<file path="config.mk">
export PLATFORM = sky130hd
export DESIGN_NAME = vcmx_decide
export DESIGN_NICKNAME = d
export VERILOG_FILES = /design/src/design/vcmx_pkg.sv /design/src/design/vcmx_decide.sv
export SDC_FILE = /design/constraint.sdc
export NUM_CORES = 1
export LEC_CHECK = 0
export BUFFER_PORTS_ARGS = -buffer_cell sky130_fd_sc_hd__clkbuf_2
export CORE_MARGIN = 3
export CORE_UTILIZATION = 30
export DETAILED_ROUTE_END_ITERATION = 8
export PLACE_DENSITY_LB_ADDON = 0.12
export SLEW_MARGIN = 20
export SYNTH_ARGS = -nofsm -noshare
export SYNTH_HDL_FRONTEND = slang
export SYNTH_SLANG_ARGS = --single-unit
</file>
<file path="constraint.sdc">
create_clock -name vclk -period 9.65
set_input_delay 1.93 -clock vclk [all_inputs]
set_output_delay 1.93 -clock vclk [all_outputs]
set_load 0.02 [all_outputs]
</file>
<file path="src/design/vcmx_pkg.sv">
// shared types, codes and constants of the visit-count maze explorer
`timescale 1ns / 1ps

package vcmx_pkg;

	localparam int GRID_SIDE_DEF  = 128;
	localparam int COUNT_BITS_DEF = 16;

	localparam int POS_W      = 7;
	localparam int HEAD_W     = 2;
	localparam int MOTION_W   = 3;
	localparam int CFG_IDX_W  = 2;
	localparam int CFG_DATA_W = 7;

	// scoring
	localparam int VISIT_WEIGHT = 5;
	localparam int WALL_PENALTY = 100;
	localparam int BACK_LIMIT   = 100;
	localparam int BACK_PENALTY = 100;
	localparam int BIAS_RIGHT   = 1;
	localparam int BIAS_FRONT   = 2;
	localparam int BIAS_LEFT    = 3;

	localparam logic [MOTION_W-1:0] MOT_FWD   = 3'd0;
	localparam logic [MOTION_W-1:0] MOT_RIGHT = 3'd1;
	localparam logic [MOTION_W-1:0] MOT_LEFT  = 3'd2;
	localparam logic [MOTION_W-1:0] MOT_BACK  = 3'd3;
	localparam logic [MOTION_W-1:0] MOT_NONE  = 3'd4;

	localparam logic [HEAD_W-1:0] HD_N = 2'd0;
	localparam logic [HEAD_W-1:0] HD_E = 2'd1;
	localparam logic [HEAD_W-1:0] HD_S = 2'd2;
	localparam logic [HEAD_W-1:0] HD_W = 2'd3;

	localparam logic [CFG_IDX_W-1:0] CFG_START_X   = 2'd0;
	localparam logic [CFG_IDX_W-1:0] CFG_START_Y   = 2'd1;
	localparam logic [CFG_IDX_W-1:0] CFG_START_HDG = 2'd2;

	typedef struct packed {
		logic command;
		logic wall_right;
		logic wall_front;
		logic wall_left;
		logic black_tile;
		logic slope_seen;
	} vcmx_in_t;

	typedef struct packed {
		logic [MOTION_W-1:0] motion;
		logic [POS_W-1:0]    pos_x;
		logic [POS_W-1:0]    pos_y;
		logic [HEAD_W-1:0]   heading_out;
	} vcmx_out_t;

	typedef struct packed {
		logic right;
		logic front;
		logic left;
	} vcmx_walls_t;

endpackage

</file>
<file path="src/design/vcmx_decide.sv">
// neighbour scoring and motion choice
`timescale 1ns / 1ps

module vcmx_decide #(
	parameter int COUNT_BITS = vcmx_pkg::COUNT_BITS_DEF
) (
	input  logic [COUNT_BITS-1:0]         cnt_r,
	input  logic [COUNT_BITS-1:0]         cnt_f,
	input  logic [COUNT_BITS-1:0]         cnt_l,
	input  vcmx_pkg::vcmx_walls_t         walls,
	output logic [vcmx_pkg::MOTION_W-1:0] motion
);
	import vcmx_pkg::*;

	localparam int SW = COUNT_BITS + 3;

	function automatic logic [SW-1:0] score(input logic [COUNT_BITS-1:0] c,
			input int bias, input logic wall);
		logic [SW-1:0] s;
		s = SW'(c) * SW'(VISIT_WEIGHT) + SW'(bias);
		if (wall) begin
			s = s + SW'(WALL_PENALTY);
		end
		return s;
	endfunction

	logic [SW-1:0] sr, sf, sl, best;

	always_comb begin
		sr = score(cnt_r, BIAS_RIGHT, walls.right);
		sf = score(cnt_f, BIAS_FRONT, walls.front);
		sl = score(cnt_l, BIAS_LEFT, walls.left);
		if (sr <= sf) begin
			motion = MOT_RIGHT;
			best   = sr;
		end else begin
			motion = MOT_FWD;
			best   = sf;
		end
		if (sl < best) begin
			motion = MOT_LEFT;
		end
		if (sr > SW'(BACK_LIMIT) && sf > SW'(BACK_LIMIT) && sl > SW'(BACK_LIMIT)) begin
			motion = MOT_BACK;
		end
	end

endmodule

</file>
# --- After elaboration in Yosys (flattened, before gate mapping) ---
# Cells that the tools add are included.
word_totals:
  register_bits: 0
  input_bits: 51
  out_inout_bits: 3
  wordCells: 23
op_classes:
  addsub: 6
  multipliers: 3
  n_lt_le_gt_ge: 5
  mux: 7
  n_reduce_logical: 2
op_table:
  columns: ["operator", "count"]
  rows:
  - ["two-way mux 19 bit", 4]
  - ["adder 19 x 7 -> 19 bit, second input constant", 3]
  - ["greater-than comparator 19 x 7 -> 1 bit, second input constant", 3]
  - ["multiplier 16 x 3 -> 19 bit, second input constant", 3]
  - ["adder 19 x 2 -> 19 bit, second input constant", 2]
  - ["adder 19 x 1 -> 19 bit, second input constant", 1]
  - ["<= comparator 19 bit", 1]
  - ["less-than comparator 19 bit", 1]
  - ["two-way mux 3 bit", 2]
  - ["logical AND 1 bit", 2]
  - ["two-way mux 1 bit", 1]

# --- Longest topological paths before layout ---
# Gate-level depths: netlist of the first run.
depth:
  word_depth: 9
  depth_mapped: 37
  mapped_depth_nobuf: 35

# --- Worst setup path before layout of the first run ---
# Ideal clock, no wire load.
synth_path:
  kind: "input to output"
  start: "input cnt_f[2]"
  end: "output motion[0] in the netlist's numbering"
  arrival_ns: 8.431
  path_slack_ns: -0.711
  path_stages: 35
  n_path_buf: 3
  path_cell_list: "ha_1 > ha_1 > buf_2 > o21a_1 > o22ai_1 > o21ai_0 > xnor2_1 > and4_1 > clkbuf_1 > nand2_1 > xor2_1 > ha_1 > nand3_1 > o21bai_1 > o21ai_0 > or2_2 > and3b_1 > a2111oi_0 > a221o_1 > nand3_2 > o31ai_2 > buf_2 > mux2i_1 > ha_1 > a21oi_1 > nor2b_1 > o21ai_0 > nand2b_1 > a21oi_1 > nor2b_1 > o2111ai_1 > a31oi_1 > nor3_1 > o21ai_0 > a31o_2"
synth_via:
  elab_chain_len: 9
  elab_cells_between_ends: 13
  classes_between: "add/sub (2); mul (1); order compare (3); mux (5); reduce/logical (2)"
synth_lines:
  columns: ["item", "line", "rtl"]
  rows:
  - ["start: declaration", "vcmx_decide.sv:8", "input logic [COUNT_BITS-1:0] cnt_f,"]
  - ["multiplier 16 x 3 -> 19 bit (*)", "vcmx_decide.sv:20", "s = SW'(c) * SW'(VISIT_WEIGHT) + SW'(bias);"]
  - ["adder 19 x 2 -> 19 bit (*)", "vcmx_decide.sv:20", null]
  - ["adder 19 x 7 -> 19 bit", "vcmx_decide.sv:22", "s = s + SW'(WALL_PENALTY);"]
  - ["two-way mux 19 bit (*)", "vcmx_decide.sv:21", "if (wall) begin"]
  - ["<= comparator 19 bit", "vcmx_decide.sv:33", "if (sr <= sf) begin"]
  - ["two-way mux 19 bit", "vcmx_decide.sv:33", null]
  - ["less-than comparator 19 bit", "vcmx_decide.sv:40", "if (sl < best) begin"]
  - ["two-way mux 3 bit", "vcmx_decide.sv:40", null]
  - ["two-way mux 3 bit (*)", "vcmx_decide.sv:43", "if (sr > SW'(BACK_LIMIT) && sf > SW'(BACK_LIMIT) && sl > SW'(BACK_LIMIT)) begin"]
  - ["end: declaration", "vcmx_decide.sv:11", "output logic [vcmx_pkg::MOTION_W-1:0] motion"]
# Every way passes the cells marked *; elsewhere a longest branch is shown, timed or not.

# --- Final worst setup path of the first run ---
layout_path:
  start: "input cnt_f[4]"
  end: "output motion[0] in the netlist's numbering"
# The elaborated chain is that of the path after synthesis.

==> results of run 1 <==
## final cells by class
class	instances	share of cell area, %
inverters	34	1.521
multi-input cells	717	74.46
well taps	260	3.878
repair buffers	235	20.14
## repair_timing
action,4_1_cts,5_1_grt
endpoints found under the setup margin,2,2
pin swaps,30,41
gates cloned,0,0
setup buffers,7,8
gates resized for setup,30,59
hold buffers,0,0
endpoints found under the hold margin,0,0
## layer usage
metal,GRT usage (%),up-vias,share of wire (%)
li1,-,3396,-
met1,23.02,2902,53
met2,25.05,69,45
met3,0.2491,4,1.8
met4,0.7123,0,0.57
met5,0,-,0
## synth_stat cells (all sizes together) (9+ instances only)
cell type  instances
clkbuf            12
nor3              24
o21a              19
inv               34
o21ai             35
a21o              12
nand2             58
nor2              55
nand4             15
nor2b             10
nand3             30
o2111ai            9
or3               16
ha               143
xor2              34
xnor2             39
mux2i             13
a21oi             44
## worst max-delay path: cells and delay by family
| family | cells | cell delay [ps] |
|---|---|---|
| adder cells (fa/ha/maj) | 4 | 950 |
| XOR/XNOR | 1 | 160 |
| AO/OA/AOI/OAI | 10 | 2120 |
| buffers and inverters | 4 | 540 |
| multiplexers | 1 | 240 |
| AND/OR/NAND/NOR | 13 | 2140 |
## cells by family after synthesis
| logic type | count (synthesis) |
|---|---|
| AND/OR/NAND/NOR | 272 |
| adder cells (fa/ha/maj) | 144 |
| multiplexers | 17 |
| AO/OA/AOI/OAI | 210 |
| XOR/XNOR | 73 |
| other | 1 |
| buffers and inverters | 53 |
## layout by cell type (no fill, tap or decap), types with 17 or more instances in the layout
| cell | Yosys | layout |
|---|---|---|
| buf_4 | 1 | 180 |
| xor2_1 | 34 | 28 |
| o21ai_0 | 33 | 26 |
| nand3_1 | 29 | 28 |
| inv_1 | 34 | 34 |
| nor3_1 | 24 | 17 |
| xnor2_1 | 39 | 33 |
| nor2_1 | 55 | 51 |
| ha_1 | 143 | 123 |
| a21oi_1 | 44 | 35 |
| nand2_1 | 58 | 57 |
| o21a_1 | 19 | 18 |
| clkbuf_2 | 0 | 46 |
## power breakdown
| part | switching [mW] | internal [mW] |
|---|---|---|
| registers | 0 | 0 |
| clock network | 0 | 0 |
| logic | 0.612 | 0.622 |
| total | 0.612 | 0.622 |
## worst paths after layout
kind	startpoint	end	cells after the start
worst max-delay path	cnt_f[4]	motion[0]	33
worst min-delay path	cnt_l[0]	motion[1]	3
==> out/metrics.yaml, run 1 <==
floorplanning:
  fp.dieW_um: 145.6
  top_level_ports: 54
  num_rows: 50
  start_util_pct: 30.84
  dieArea_um2: 21200
  core_area_um2: 18960
  die_h_um: 145.6
placed_design:
  dpl.hpwl_um: 14530
  placed_cells: 1233
  post-place-ws_ps: -697.2
  gp_congestion: 0.8581
  placed_area_um2: 7835
  io_buffers: 53
finish:
  final_area_um2: 8388
  stdcell_count: 1246
  seq_cells: 0
  area_delta_synth_final_pct: 43.46
  fillers: 1978
  multiInputGateArea_um2: 6246
  nClkBuffers: 0
  finalNetCount: 1183
  seq_area_um2: 0
  antenna_cells: 0
  drive_gt1_share_pct: 34.69
  utilization_pct: 44.25
synthesis:
  synth_area_leaders: "ha_1 31%, xnor2_1 5.8%, xor2_1 5.1%"
  synth-xor-area-share_pct: 10.94
  synthCells: 770
  ys_types: 84
  yosysSeqAreaShare_pct: 0
  synth_warnings: 0
  yosys.area_share.simple_pct: 25.14
  syn_area_per_cell_um2: 7.593
  synth_top_family_by_area: "adder cells"
  synth_nets: 965
  yosysTopAreaCell: "ha_1"
  synth-adder-area-share_pct: 30.94
  synth_mux_area_share_pct: 3.060
  mappedNetlistArea_um2: 5847
  synth.top_cell.area_share_pct: 30.60
  synth-compound-area-share_pct: 26.26
power:
  power_mw: 1.234
  vdd_ir_drop_max_v: 0.00005633
  power_density_nw_per_um2: 147.2
  p_leak_nw: 3.907
timing:
  finalSetupViolCount: 2
  hold_viol: 0
  fin_crit_ps: 10030
  rsz0062_at_grt: "true"
  fin_tns_setup_ps: -683.9
  fin_crit_sh_pct: 103.9
  fin_ws_ps: -376.3
  worst_pin_slew_ps: 673.1
  clock.fmax_mhz: 99.74
  final_max_slew_viol_count: 0
  hold_slack_ps: 4367
  slew_headroom_pct: 54.42
drt:
  drtIter0Drc: 264
  vias_per_cell: 5.113
  route.vias.total: 6371
  wl_per_cell_um: 13.59
  first_pass_iters: 5
  wirelength_um: 16930
  ant_nets: 0
  drcViolationCount: 0
setup_path:
  cp_slowest_stage_delay_ps: 400
  slowest_stage: "or3_4"
  critPathLaunchType: "input pin"
  critPathArrivalTime_ps: 8100
  end_kind: "primary output"
  critical_path_class: "in2out"
  critPathMaxFanout: 4
  required_ps: 7720
global_route:
  antenna_found_initial: 0
  grt_max_degree: 16
  grt_pass1_vias: 6033
  grt_util_all_layers_pct: 15.10
  grt_pass1_wl_um: 28490
  grt_overflow: 0
min_path:
  min-delay-path-class: "in2out"
run_status:
  outcome: "finished with violations"
  violations: "negative setup slack"
flow_run:
  maxCapViolCount: 0
Note: power is estimated with default switching activity, not from simulation.
==> run 2: changes to the inputs <==
--- a/config.mk
+++ b/config.mk
@@ -9,7 +9,6 @@
 export CORE_MARGIN = 3
 export CORE_UTILIZATION = 30
 export DETAILED_ROUTE_END_ITERATION = 8
-export PLACE_DENSITY_LB_ADDON = 0.12
 export SLEW_MARGIN = 20
 export SYNTH_ARGS = -nofsm -noshare
 export SYNTH_HDL_FRONTEND = slang
==> constraint.sdc (replaced) <==
create_clock -name vclk -period 12.19
set_input_delay 2.438 -clock vclk [all_inputs]
set_output_delay 2.438 -clock vclk [all_outputs]
set_load 0.02 [all_outputs]
==> out/metrics.yaml, run 2 (same netlist as run 1, synthesis figures left out) <==
setup_path:
  cp_slowest_stage_delay_ps: 500  # +100 ps
  path_delay_family: "compound AO/OA/AOI/OAI gates"
  end_kind: "primary output"
  critPathLaunchType: "input pin"
  required_ps: 9750  # +2030 ps
  critPathMaxFanout: 6  # +2
  critPathArrivalTime_ps: 9300  # +1200 ps
  critical_path_class: "in2out"
  slowest_stage: "or3b_2"
  critPathBufInv: 3  # -1
global_route:
  grt_util_all_layers_pct: 12.53  # -2.6 points
  antenna_found_initial: 0  # unchanged
  grt_pass1_vias: 5228  # -13%
  grt_pass1_wl_um: 24100  # -15%
  grt_overflow: 0  # unchanged
  grt_max_degree: 17  # +1
finish:
  seq_cells: 0  # unchanged
  area_delta_synth_final_pct: 11.58
  final_area_um2: 6524  # -22%
  stdcell_count: 1074  # -14%
  seq_area_um2: 0  # unchanged
  finalNetCount: 1011  # -15%
  mostFrequentLayoutCells: "142 x ha_1, 58 x nand2_1, 55 x nor2_1, 53 x clkbuf_2, 44 x a21oi_1"
  final_common_cell: "ha_1"
  nClkBuffers: 0  # unchanged
  antenna_cells: 0  # unchanged
  drive_gt1_share_pct: 12.78  # -22 points
clocking:
  cts_hold_buf: 0  # unchanged
floorplanning:
  die_h_um: 145.6  # unchanged
  num_rows: 50  # unchanged
  dieArea_um2: 21200  # unchanged
  top_level_ports: 54  # unchanged
  fp.dieW_um: 145.6  # unchanged
  start_util_pct: 30.84  # unchanged
  core_area_um2: 18960  # unchanged
timing:
  hold_viol: 0  # unchanged
  slew_headroom_pct: 55.06  # +0.64 points
  fin_crit_ps: 11740
  clock.fmax_mhz: 85.16
  worst_pin_slew_ps: 668.9  # -4.177 ps
  final_max_slew_viol_count: 0  # unchanged
  finalSetupViolCount: 0  # -2
  fin_crit_sh_pct: 96.33
min_path:
  min-delay-path-class: "in2out"
drt:
  wl_per_cell_um: 13.13  # -3.4%
  vias_per_cell: 5.330  # +4.2%
  ant_nets: 0  # unchanged
  drcViolationCount: 0  # unchanged
  wirelength_um: 14100  # -17%
  route.vias.total: 5724  # -10%
  first_pass_iters: 5  # unchanged
  drtIter0Drc: 268  # +1.5%
power:
  p_leak_nw: 2.999  # -23%
  power_mw: 0.7166  # -42%
  vdd_ir_drop_max_v: 0.00003950  # -30%
  power_density_nw_per_um2: 109.8  # -25%
placed_design:
  dpl.hpwl_um: 12210  # -16%
  io_buffers: 53  # unchanged
  gp_congestion: 0.8461  # -1.4%
  placed_area_um2: 6401  # -18%
  placed_cells: 1069  # -13%
flow_run:
  maxCapViolCount: 0  # unchanged
run_status:
  outcome: "complete, no violations"
==> run 2: cell count changes in the layout (fill, tap and decap cells not counted), sizes merged <==
| cell | before | now |
|---|---|---|
| buf | 187 | 10 |
| clkbuf | 48 | 53 |
==> run 2: path summary, 6_finish.rpt <==
path                  cells after the start        end      from  slack [ps]
worst min-delay path                      3  motion[1]  cnt_l[0]        5400
worst max-delay path                     34  motion[0]  cnt_f[0]         450
==> run 2: worst min-delay path: cells and delay by family <==
family	cells	cell delay, ps
AOI/OAI and AO/OA	1	200
buffers and inverters	2	320
==> run 2: cell type report <==
cell class	count	area, um^2
fill	2039	12430
tap	260	325.3
inverter	34	127.6
timing repair buffer	63	340.3
multi-input combinational	717	5731
==> run 2: power breakdown <==
| part | internal, mW | switching (mW) | total [mW] | leakage (nW) |
|---|---|---|---|---|
| clock network | 0 | 0 | 0 | 0 |
| registers | 0 | 0 | 0 | 0 |
| logic | 0.311 | 0.405 | 0.717 | 3.00 |
| total | 0.311 | 0.405 | 0.717 | 3.00 |
==> run 2: layer usage <==
layer	up-vias	GRT usage [%]	wire [um]
li1	3043	-	-
met1	2599	17.98	7168
met2	70	21.76	6495
met3	12	0.5606	320
met4	0	0.9022	114
met5	-	0	0
==> run 2: repair_timing <==
action / in CTS / in global routing
endpoints found under the setup margin: 0 / 2
gates resized for setup: 0 / 18
buffers inserted: 0 / 5
==> run 2: stage by stage <==
stage                     utilization (%)  setup TNS [ps]  hold WS (ps)  worst slack, ps
after CTS                           33.77               0          5408            107.2
after global placement              33.77               0          5404            259.4
after detailed placement            33.77               0          5409            131.9
after floorplan                         -               0          5137            812.8
after global routing                34.42          -53.46          5403           -53.46
final                               34.42               0          5398            447.5
==> run 3: changes to the inputs <==
==> constraint.sdc (replaced) <==
create_clock -name vclk -period 9.85
set_input_delay 1.97 -clock vclk [all_inputs]
set_output_delay 1.97 -clock vclk [all_outputs]
set_load 0.02 [all_outputs]
==> out/metrics.yaml, run 3 (same netlist as run 1, synthesis figures left out) <==
global_route:
  grt_pass1_vias: 6550  # +25%
  grt_pass1_wl_um: 28960  # +20%
  grt_max_degree: 16  # -1
  grt_overflow: 0  # unchanged
  grt_util_all_layers_pct: 15.27  # +2.7 points
  antenna_found_initial: 0  # unchanged
setup_path:
  path_delay_family: "compound AO/OA/AOI/OAI gates"
  critPathArrivalTime_ps: 8130  # -1170 ps
  critical_path.startpoint: "cnt_f[4]"
  critical_path_class: "in2out"
  required_ps: 7880  # -1870 ps
  end_kind: "primary output"
  critPathBufInv: 5  # +2
  critPathMaxFanout: 4  # -2
  critPathLaunchType: "input pin"
  cp_slowest_stage_delay_ps: 370  # -130 ps
  slowest_stage: "o31ai_4"
floorplanning:
  fp.dieW_um: 145.6  # unchanged
  dieArea_um2: 21200  # unchanged
  start_util_pct: 30.84  # unchanged
  num_rows: 50  # unchanged
  core_area_um2: 18960  # unchanged
  die_h_um: 145.6  # unchanged
  top_level_ports: 54  # unchanged
timing:
  hold_slack_ps: 4484  # -914.5 ps
  final_max_slew_viol_count: 0  # unchanged
  slew_headroom_pct: 53.39  # -1.7 points
  fin_ws_ps: -251.1  # -698.6 ps
  worst_pin_slew_ps: 681.5  # +12.57 ps
  hold_viol: 0  # unchanged
  finalSetupViolCount: 2  # +2
  fin_crit_sh_pct: 102.5
  rsz0062_at_grt: "true"
  clock.fmax_mhz: 99.00
  fin_crit_ps: 10100
  fin_tns_setup_ps: -461.4  # -461.4 ps
finish:
  nClkBuffers: 0  # unchanged
  seq_area_um2: 0  # unchanged
  mostFrequentLayoutCells: "202 x buf_4, 116 x ha_1, 56 x nand2_1, 48 x nor2_1, 46 x clkbuf_2"
  drive_gt1_share_pct: 38.40  # +26 points
  final_area_um2: 8817  # +35%
  area_delta_synth_final_pct: 50.80
  antenna_cells: 0  # unchanged
  finalNetCount: 1210  # +20%
  final_common_cell: "buf_4"
  utilization_pct: 46.51  # +12 points
  seq_cells: 0  # unchanged
placed_design:
  gp_congestion: 0.9262  # +9.5%
  dpl.hpwl_um: 13540  # +11%
  io_buffers: 53  # unchanged
  placed_area_um2: 7681  # +20%
run_status:
  violations: "negative setup slack"
  outcome: "finished with violations"
power:
  power_mw: 1.270  # +77%
  vdd_ir_drop_max_v: 0.00006748  # +71%
  p_leak_nw: 4.082  # +36%
  power_density_nw_per_um2: 144.0  # +31%
min_path:
  min_from: "cnt_l[0]"
  min-delay-path-class: "in2out"
drt:
  drcViolationCount: 0  # unchanged
  route.vias.total: 6637  # +16%
  first_pass_iters: 5  # unchanged
  ant_nets: 0  # unchanged
  drtIter0Drc: 236  # -12%
  wl_per_cell_um: 13.49  # +2.7%
  vias_per_cell: 5.214  # -2.2%
  wirelength_um: 17170  # +22%
clocking:
  cts_hold_buf: 0  # unchanged
flow_run:
  maxCapViolCount: 0  # unchanged
## run 3: changes by cell type in the layout (fill, tap and decap cells not counted), sizes merged
cell    delta
buf      +201
clkbuf     -2
## run 3: final cells by class
| cell class | instances | area, um^2 |
|---|---|---|
| multi-input combinational | 717 | 6446 |
| inverter | 34 | 127.6 |
| tap | 260 | 325.3 |
| fill | 1821 | 10140 |
| timing repair buffer | 262 | 1918 |
## run 3: stage by stage
stage               setup WS [ps]  std cells
detailed placement         -597.2       1226
CTS                        -96.45       1268
global placement           -531.6       1226
finish                     -251.1       1273
global route               -587.6       1273
floorplan                   5.917        770
## run 3: path summary, 6_finish.rpt
path / cells after the start / slack, ps / end
min: 3 / 4480 / motion[1]
max: 34 / -250 / motion[0]
## run 3: report_power, final
group / internal, mW / switching (mW)
Clock: 0 / 0
Sequential: 0 / 0
Combinational: 0.649 / 0.620
## run 3: routing by layer
metal	vias to the layer above	share of wire, %	GRT usage, %
li1	3440	-	-
met1	3046	45	19.71
met2	125	49	28.39
met3	26	3.8	1.183
met4	0	1.8	2.089
met5	-	0	0
## run 3: timing repair
action	in CTS	in global routing
endpoints found under the setup margin	2	2
pin swaps	69	33
cloned	1	0
resized for setup	98	38
buffers inserted	41	6
